File: config.mk
export PLATFORM = sky130hd
export DESIGN_NAME = cct_out_stage
export DESIGN_NICKNAME = d
export VERILOG_FILES = /design/src/rtl/coordinate_compression_table_assert.svh /design/src/rtl/cct_pkg.sv /design/src/rtl/cct_out_stage.sv
export SDC_FILE = /design/constraint.sdc
export NUM_CORES = 1
export LEC_CHECK = 0
export ABC_AREA = 1
export BUFFER_PORTS_ARGS = -buffer_cell sky130_fd_sc_hd__clkbuf_2
export CORE_ASPECT_RATIO = 1.25
export CORE_UTILIZATION = 36
export DETAILED_ROUTE_END_ITERATION = 6
export PLACE_DENSITY = 0.78
export SLEW_MARGIN = 10
export SYNTH_ARGS = -nofsm -noshare
export SYNTH_HDL_FRONTEND = slang
export SYNTH_SLANG_ARGS = --single-unit
export TNS_END_PERCENT = 100
File: constraint.sdc
create_clock -name clk -period 0.8 [get_ports clk]
set_input_delay 0.08 -clock clk [delete_from_list [all_inputs] [get_ports clk]]
set_output_delay 0.08 -clock clk [all_outputs]
set_load 0.05 [all_outputs]
File: src/rtl/coordinate_compression_table_assert.svh
// ----------------------------------------------------------------------------
// Assertion macros
// Clocked implication checks with synchronous reset gating.
// ----------------------------------------------------------------------------
`ifndef COORDINATE_COMPRESSION_TABLE_ASSERT_SVH
`define COORDINATE_COMPRESSION_TABLE_ASSERT_SVH

// same-cycle implication
`define CCT_ASSERT_IMP(label, clk, rst, ante, cons) \
  label: assert property (@(posedge clk) disable iff (rst) (ante) |-> (cons)) \
    else $error("assertion failed");

// next-cycle implication
`define CCT_ASSERT_NXT(label, clk, rst, ante, cons) \
  label: assert property (@(posedge clk) disable iff (rst) (ante) |=> (cons)) \
    else $error("assertion failed");

`endif

File: src/rtl/cct_pkg.sv
// ----------------------------------------------------------------------------
// cct_pkg
// Beat types and operation and status codes of the compression table.
// ----------------------------------------------------------------------------
package cct_pkg;

  localparam logic [2:0] OP_ADD   = 3'd0;
  localparam logic [2:0] OP_BUILD = 3'd1;
  localparam logic [2:0] OP_LOWER = 3'd2;
  localparam logic [2:0] OP_UPPER = 3'd3;
  localparam logic [2:0] OP_READ  = 3'd4;

  localparam logic [1:0] ST_OK        = 2'd0;
  localparam logic [1:0] ST_NOT_BUILT = 2'd1;
  localparam logic [1:0] ST_FULL      = 2'd2;
  localparam logic [1:0] ST_RANGE     = 2'd3;

  typedef struct packed {
    logic [2:0]         opcode;
    logic signed [31:0] value;
    logic [9:0]         index;
  } in_t;

  typedef struct packed {
    logic [10:0]        rank;
    logic signed [31:0] entry_value;
    logic [10:0]        entry_count;
    logic [1:0]         status;
  } out_t;

endpackage

File: src/rtl/cct_out_stage.sv
// ----------------------------------------------------------------------------
// cct_out_stage
// Output register: holds a finished result beat until it is taken.
// ----------------------------------------------------------------------------
module cct_out_stage (
  input  logic          clk,
  input  logic          rst,
  input  logic          load,
  input  cct_pkg::out_t res,
  output logic          free,
  output logic          out_valid,
  input  logic          out_ready,
  output cct_pkg::out_t out_data
);
  import cct_pkg::*;

  assign free = !out_valid || out_ready;

  always_ff @(posedge clk) begin
    if (rst) begin
      out_valid <= 1'b0;
    end else if (load) begin
      out_valid <= 1'b1;
    end else if (out_ready) begin
      out_valid <= 1'b0;
    end
  end

  always_ff @(posedge clk) begin
    if (load) begin
      out_data <= res;
    end
  end

endmodule

Yosys cells after proc, flatten, opt, wreduce, memory -nomap -nowiden:

Cells that the tools add are included.

* RAM bits: 0
* word-level logic and storage cells: 10
* input port bits: 60
* memory bits (read-only): 0
* memories kept: 0
* flip-flop bits (word level): 57
* latch bits: 0
* output and inout bits: 58

* multiplexer cells: 2
* $add $sub $neg: 0
* order comparisons: 0
* shifts and indexed selects: 0
* equal/unequal tests: 0
* multiply operators: 0
* reductions and logical operators: 3
* divide/modulo/power cells: 0
* bitwise gates (word level): 0

Operators with widths (number)
* two-way mux 1 bit: 2
* nonzero test 2 bit: 1
* zero test 1 bit: 1
* logical OR 1 bit: 1

Logic depth before layout (Yosys ltp):

Gate-level depths: netlist of the first run.

* depth after elaboration: 2
* mapped depth: 3
* depth with buffers taken out: 3

Least setup slack after synthesis of the first run:

No wires, ideal clock.

* path type: register to register
* start: reg, netlist name out_valid
* end: reg out_valid
* arrival: 1.100 ns
* setup time: 0.067 ns
* stages on the path, launching flop included: 3
* data required time: 0.733 ns
* slack: -0.366 ns
* period minus slack after synthesis: 1.166 ns
* buffers on the path: 0
* cell sequence: dfxtp_1 -> nand2_2 -> a21oi_2

RTL lines
* end signal, assigned: RTL line cct_out_stage.sv:21 `out_valid <= 1'b0;`
* end signal, assigned: RTL line cct_out_stage.sv:23 `out_valid <= 1'b1;`
* end signal, assigned: RTL line cct_out_stage.sv:25 `out_valid <= 1'b0;`
* end, declared: RTL line cct_out_stage.sv:11 `output logic out_valid,`

Worst setup path after layout of the first run:

* start: reg out_data[30] (netlist bit)
* end: out out_data[30] (netlist bit)

RTL lines
* start, declared: RTL line cct_out_stage.sv:13 `output cct_pkg::out_t out_data`
* start signal, assigned: RTL line cct_out_stage.sv:31 `out_data <= res;`

No word-level cell between the ends.

==> summary.md, run 1 <==
| Metric | Value |
|---|---|
| Vias in the first global route | 1502 |
| Peak VDD IR | 1.615 mV |
| Reg clk slew, reported paths | 0.07 ns |
| Final #Nets | 309 |
| PnR worst setup slack | -0.2098 ns |
| Mapped Cells | 61 |
| Cell Area, Synth | 0.001724 mm² |
| CP Launch Type | flop |
| Reg-to-Reg Start | out_valid |
| GR Util All Layers | 0.2130 |
| Final Max Tran Viols | 0 |
| Tmin final | 1.010 ns |
| Crit path cell chain | buf_8 |
| #FFs+latches synth | 57 |
| Final HPWL from detailed placement | 2764 µm |
| CP top delay family | flip-flops |
| Crit path buffers/inverters | 1 |
| Sink Count | 57 |
| Gr ovfl total | 0 |
| Reg-to-reg endpoint | out_valid |
| Final Instance Area | 0.003741 mm² |
| Diode count | 0 |
| Max Cap Viol | 0 |
| Unique masters post-synth | 5 |
| WL final | 4993 µm |
| IO Pins | 118 |
| Sequential area share after synthesis | 0.9869 |
| CTS Buffer Depth | 2 |
| Pre-Repair DR Iteration Count | 4 |
| FF-to-FF setup slack | 0.09 ns |
| Initial DRC Count | 36 |
| H-tree depth | 3 |
| Most frequent cells in the layout | clkbuf_2, dlygate4sd3_1, edfxtp_1, clkbuf_8, buf_8 |
| CTS root buffer | clkbuf_8 |
| Violated checks | setup timing |
| Die height | 79.38 µm |
| CTS tree | yes |
| Worst hold-check path type | in -> reg |
| Status | finished, violations left |
| Mapped Nets | 121 |
| Critical path fanouts, max | 1 |
| Slew @ Worst Pin | 0.1931 ns |
| Fillers | 209 |
| Vias/cell | 4.282 |
| Global-route wire length before repair | 7286 µm |
| Core Area | 0.004493 mm² |
| Ys Warns | 0 |
| Min Hold Slack | 0.1469 ns |
| GPL Wtd Cong | 0.7233 |
| Vias | 1336 |
| Area Growth Syn to Fin | 117.0% |
| PwrDens | 2146 mW/mm² |
| Post-Route Skew | 0 ns |
| Critical Path Start | out_data[30] |
| RSZ-0062 raised after global routing | yes |
| Largest net degree at the start of global routing | 37 |
| Slowest cell delay on critical path | 0.43 ns |
| PortBufs | 117 |
| Initial antenna violation count | 0 |
| Finish-stage setup viols | 58 |
| Site Rows | 27 |
| Crit path capture | out_data[30] |
| Critical path arrival | 0.93 ns |
| P_leak | 1.606 nW |
| Count of final hold-check violations | 0 |
| WS Path Type | reg -> out |
| Final ANT Viol Nets | 0 |
| WL/cell | 16.00 µm |
| CTS Buf Count | 9 |
| Layout cell share with drive strength beyond 1 | 0.5276 |
| Fmax | 0.9903 GHz |
| Critical path required time | 0.72 ns |
| Post-synthesis area per instance | 28.26 µm² |
| Finished Core Util | 0.8326 |
| Commonest non-fill, non-tap cell in the layout | clkbuf_2 |
| Crit. End Element | primary output |
| Cells on worst reg2reg path | 3 |
| Max transition margin | 0.8713 |
| Die area | 0.005072 mm² |
| Worst path depth | 1 |
| DRC errors left | 0 |
| Later-pin clock latency in the skew report | 0.32 ns |
| Part of the cycle the worst path needs | 1.262 |
| Initial core utilization | 0.3837 |
| Chip Width | 63.90 µm |
| DP Area | 0.002431 mm² |
| Critical Path Slowest Stage Cell | edfxtp_1 |
[power breakdown]
group | internal, mW | leakage (nW) | switching (mW)
Sequential | 3.55 | 0.557 | 0.125
Combinational | 0.842 | 0.959 | 1.07
Clock | 1.40 | 0.0898 | 1.04
Total | 5.79 | 1.61 | 2.24
[synthesized netlist by cell type (all sizes together)]
master | number | area share
edfxtp | 56 | 0.98
inv | 2 | 0.0044
a21oi | 1 | 0.0051
dfxtp | 1 | 0.012
nand2 | 1 | 0.0036
[cells by family (layout without fill, tap and decap cells)]
group | after synthesis | after routing | share of synthesized area
buffers and inverters | 2 | 195 | 0.004356
flip-flops | 57 | 57 | 0.9869
AO/OA/AOI/OAI | 1 | 1 | 0.005081
AND/OR/NAND/NOR | 1 | 1 | 0.003631
[sequential cells by signal, summed over array words and instances, names as in the netlist]
name	flops
out_data	56
out_valid	1
[worst min path at each step]
stage / end / startpoint / slack [ns] / cells past startpoint
floorplan: out_valid / rst / 0.13 / 1
global placement: out_valid / rst / 0.24 / 2
detailed placement: out_valid / rst / 0.25 / 2
CTS: out_valid / out_ready / 0.04 / 4
global route: out_valid / out_ready / 0.16 / 5
finish: out_valid / out_ready / 0.15 / 5
[stage by stage]
stage / setup WS [ns] / setup TNS (ns) / cells / power (mW)
detailed placement: 0.01894 / 0 / 238 / 4.950
global route: -0.2332 / -11.97 / 312 / 8.292
CTS: -0.2205 / -10.95 / 311 / 7.988
floorplan: 0.02166 / 0 / 61 / 4.515
global placement: 0.03055 / 0 / 238 / 4.924
finish: -0.2098 / -10.09 / 312 / 8.029
[metal layers]
| metal | global-route usage | up-vias | part of all wire |
|---|---|---|---|
| met5 | 0 | - | 0 |
| li1 | - | 618 | - |
| met3 | 0.06714 | 23 | 0.058 |
| met1 | 0.1776 | 622 | 0.30 |
| met2 | 0.4043 | 73 | 0.60 |
| met4 | 0.1614 | 0 | 0.046 |
[final cells by class]
cell class / count / area [µm²] / area share
clock buffers: 11 / 131.4 / 0.03512
repair buffers: 177 / 1758 / 0.4699
well taps: 58 / 72.57 / 0.01940
flip-flops and latches: 57 / 1705 / 0.4559
multi-input cells: 2 / 20.02 / 0.005351
clock inverters: 5 / 46.29 / 0.01237
inverters: 2 / 7.507 / 0.002007
[repair_timing]
action                                 in CTS  in global routing
pin swaps                                   1                  0
gates resized for setup                   118                 19
hold buffers                               57                  0
buffers inserted                            0                  1
setup endpoints to repair                  58                 58
endpoints found under the hold margin      57                  0
(Power assumes the default switching activity.)
==> inputs of run 2 (changes only) <==
Settings changed: ABC_AREA 1 to unset.
==> summary.md, run 2 <==
| Metric | Value |
|---|---|
| Vias | 1352 (+1.2%) |
| Fillers | 215 (+2.9%) |
| Critical Path Slowest Stage Cell | dfxtp_4 |
| Largest register FFs | 56 (unchanged) |
| GPL Wtd Cong | 0.7646 (+5.7%) |
| Fmax | 0.9823 GHz (-0.81%) |
| Diode count | 0 (unchanged) |
| Worst hold-check path type | in -> reg |
| Slowest cell delay on critical path | 0.37 ns (-0.06 ns) |
| Slew @ Worst Pin | 0.2005 ns (+0.007446 ns) |
| CTS Buffer Depth | 2 (unchanged) |
| CP top delay family | flip-flops |
| Sequential area share after synthesis | 0.9848 (-0.002144) |
| Dpl ws | 0.009808 ns (-0.009137 ns) |
| Pre-Repair DR Iteration Count | 4 (unchanged) |
| Largest regs | out_data x56, out_valid x1 |
| Final Instance Area | 0.003735 mm² (-0.17%) |
| Vias in the first global route | 1592 (+6.0%) |
| Switching Share | 0.2859 (+0.007482) |
| Largest net degree at the start of global routing | 39 (+5.4%) |
| Die height | 79.46 µm (+0.11%) |
| Post-synth EDFFs | 56 (unchanged) |
| Site Rows | 27 (unchanged) |
| CTS root buffer | clkbuf_8 |
| IO Pins | 118 (unchanged) |
| Logic pwr share | 0.239 (about the same) |
| Total power draw | 8.128 mW (+1.2%) |
| Synth area leader | edfxtp_1 |
| Count of final hold-check violations | 0 (unchanged) |
| Vias/cell | 4.361 (+1.9%) |
| Most frequent cells in the layout | clkbuf_2, dlygate4sd3_1, edfxtp_1, clkbuf_8, buf_8 |
| DRC errors left | 0 (unchanged) |
| Finish-stage setup viols | 58 (unchanged) |
| Pint | 5.804 mW (+0.19%) |
| Biggest register | out_data |
| Status | finished, violations left |
| Multi-input logic area | 22.52 µm² (+12%) |
| Part of the cycle the worst path needs | 1.273 (+0.01031) |
| Crit path buffers/inverters | 1 (unchanged) |
| Global-route wire length before repair | 8031 µm (+10%) |
| Critical path required time | 0.72 ns (about the same) |
| Tmin final | 1.018 ns (+0.008250 ns) |
| Main area contributors after synthesis | edfxtp_1, dfxtp_1, nand2b_4, a21oi_2, inv_1 |
| WL final | 5898 µm (+18%) |
| CTS Buf Count | 9 (unchanged) |
| Clock Power Share | 0.307 (+0.003) |
| Violated checks | setup timing |
| Max Cap Viol | 0 (unchanged) |
| Crit. End Element | primary output |
| Sink Count | 57 (unchanged) |
| P_sw | 2.324 mW (+4.0%) |
| Final Max Tran Viols | 0 (unchanged) |
| Unique masters post-synth | 5 (unchanged) |
| Die area | 0.005083 mm² (+0.21%) |
| Layout cell share with drive strength beyond 1 | 0.5397 (+0.01212) |
| Part of the power in registers | 0.454 (-0.004) |
| H-tree depth | 3 (unchanged) |
| Initial DRC Count | 45 (+25%) |
| Max transition margin | 0.8663 (-0.004964) |
| WS Path Type | reg -> out |
| CTS tree | yes |
| Reg area | 0.001705 mm² (unchanged) |
| Area Growth Syn to Fin | 116.1% |
| Ys flop type | edfxtp_1 |
| PortBufs | 117 (unchanged) |
| Gr ovfl total | 0 (unchanged) |
| Later-pin clock latency in the skew report | 0.31 ns (about the same) |
| Most frequent cell after synthesis | edfxtp_1 |
| Initial antenna violation count | 0 (unchanged) |
| #FFs+latches synth | 57 (unchanged) |
| RSZ-0062 raised after global routing | yes |
| Async set-reset flop share out of synthesis | 0 (unchanged) |
| Initial core utilization | 0.3846 (+0.0008353) |
| Reg clk slew, reported paths | 0.06 ns (about the same) |
| Post-synthesis area per instance | 28.80 µm² (+1.9%) |
| Chip Width | 63.97 µm (+0.10%) |
| FF-to-FF setup slack | 0.01 ns (-0.08 ns) |
| Post-Route Skew | 0 ns (unchanged) |
| Top-area cell type share of the netlist area | 0.9732 (-0.002119) |
| Mapped Nets | 120 (-0.83%) |
| Commonest non-fill, non-tap cell in the layout | clkbuf_2 |
| Crit path cell chain | nand2b_4, clkbuf_16 |
| Core Area | 0.004493 mm² (unchanged) |
| GR Util All Layers | 0.2387 (+0.02572) |
| P_leak | 1.600 nW (-0.38%) |
| Synth cell count leaders | edfxtp_1, a21oi_2, dfxtp_1, inv_1, nand2b_4 |
| PnR worst setup slack | -0.2180 ns (-0.008250 ns) |
| Cell Area, Synth | 0.001728 mm² (+0.22%) |
| Final #Nets | 308 (-0.32%) |
| Critical path fanouts, max | 2 (+1) |
| Peak VDD IR | 1.775 mV (+9.9%) |
| DP Area | 0.002430 mm² (about the same) |
| CP Launch Type | flop |
| Ys Warns | 0 (unchanged) |
| Final ANT Viol Nets | 0 (unchanged) |
| WL/cell | 19.03 µm (+19%) |
| Mapped Cells | 60 (-1.6%) |
| Critical path arrival | 0.94 ns (about the same) |
| PwrDens | 2176 mW/mm² (+1.4%) |
run 2: changes by cell type after synthesis, sizes merged:
cell and change:
nand2 -1, nand2b +1, inv -1
run 2: metrics by stage:
step | util | instances | TNS, ns | hold WS (ns)
floorplan | - | 60 | 0 | 0.1333
global placement | 0.5408 | 237 | 0 | 0.2369
detailed placement | 0.5408 | 237 | 0 | 0.2507
CTS | 0.8226 | 309 | -10.92 | 0.03923
global route | 0.8312 | 310 | -12.53 | 0.1551
finish | 0.8312 | 310 | -10.51 | 0.1736
run 2: layout make-up:
class | instances | area share
Clock buffer | 11 | 0.03518
Clock inverter | 4 | 0.01206
Inverter | 1 | 0.001005
Multi-Input combinational cell | 2 | 0.006030
Sequential cell | 57 | 0.4566
Tap cell | 58 | 0.01943
Timing Repair Buffer | 177 | 0.4697
run 2: power by group through the flow:
stage                     Combinational [mW]  Clock (mW)  Sequential [mW]
after CTS                               1.86        2.47             3.65
final                                   1.94        2.50             3.69
after global routing                    1.99        2.69             3.71
after detailed placement                1.28           0             3.67
after floorplan                       0.0177           0             4.50
after global placement                  1.27           0             3.66
run 2: path summary, 6_finish.rpt:
kind	start	end	cells past startpoint
hold reg to reg	out_valid	out_valid	3
hold / removal	out_ready	out_valid	4
setup / recovery	out_valid	free	2
setup reg to reg	out_valid	out_valid	3
run 2: kinds of logic (layout without fill, tap and decap cells):
group                  Yosys count  after routing  share of synthesized area
and+or+nand+nor                  1              1                   0.007963
buffers and inverters            1            193                   0.002170
DFF                             57             57                     0.9848
AOI/OAI and AO/OA                1              1                   0.005070
run 2: layer usage:
| layer | track usage | share of wire |
|---|---|---|
| met1 | 0.1774 | 0.28 |
| met2 | 0.5032 | 0.63 |
| met3 | 0.06571 | 0.065 |
| met4 | 0.1409 | 0.020 |
| met5 | 0 | 0 |
run 2: worst reg2reg max path, stage by stage (launching register included):
cell and delay (ns):
dfxtp_4 0.37, nand2b_4 0.07, buf_4 0.14, a21oi_2 0.13
run 2: timing repair:
item | 4_1_cts | 5_1_grt
resized for setup | 117 | 25
endpoints found under the hold margin | 57 | 0
setup endpoints to repair | 58 | 58
hold buffers | 57 | 0
setup buffers | 0 | 1
pin swaps | 0 | 0
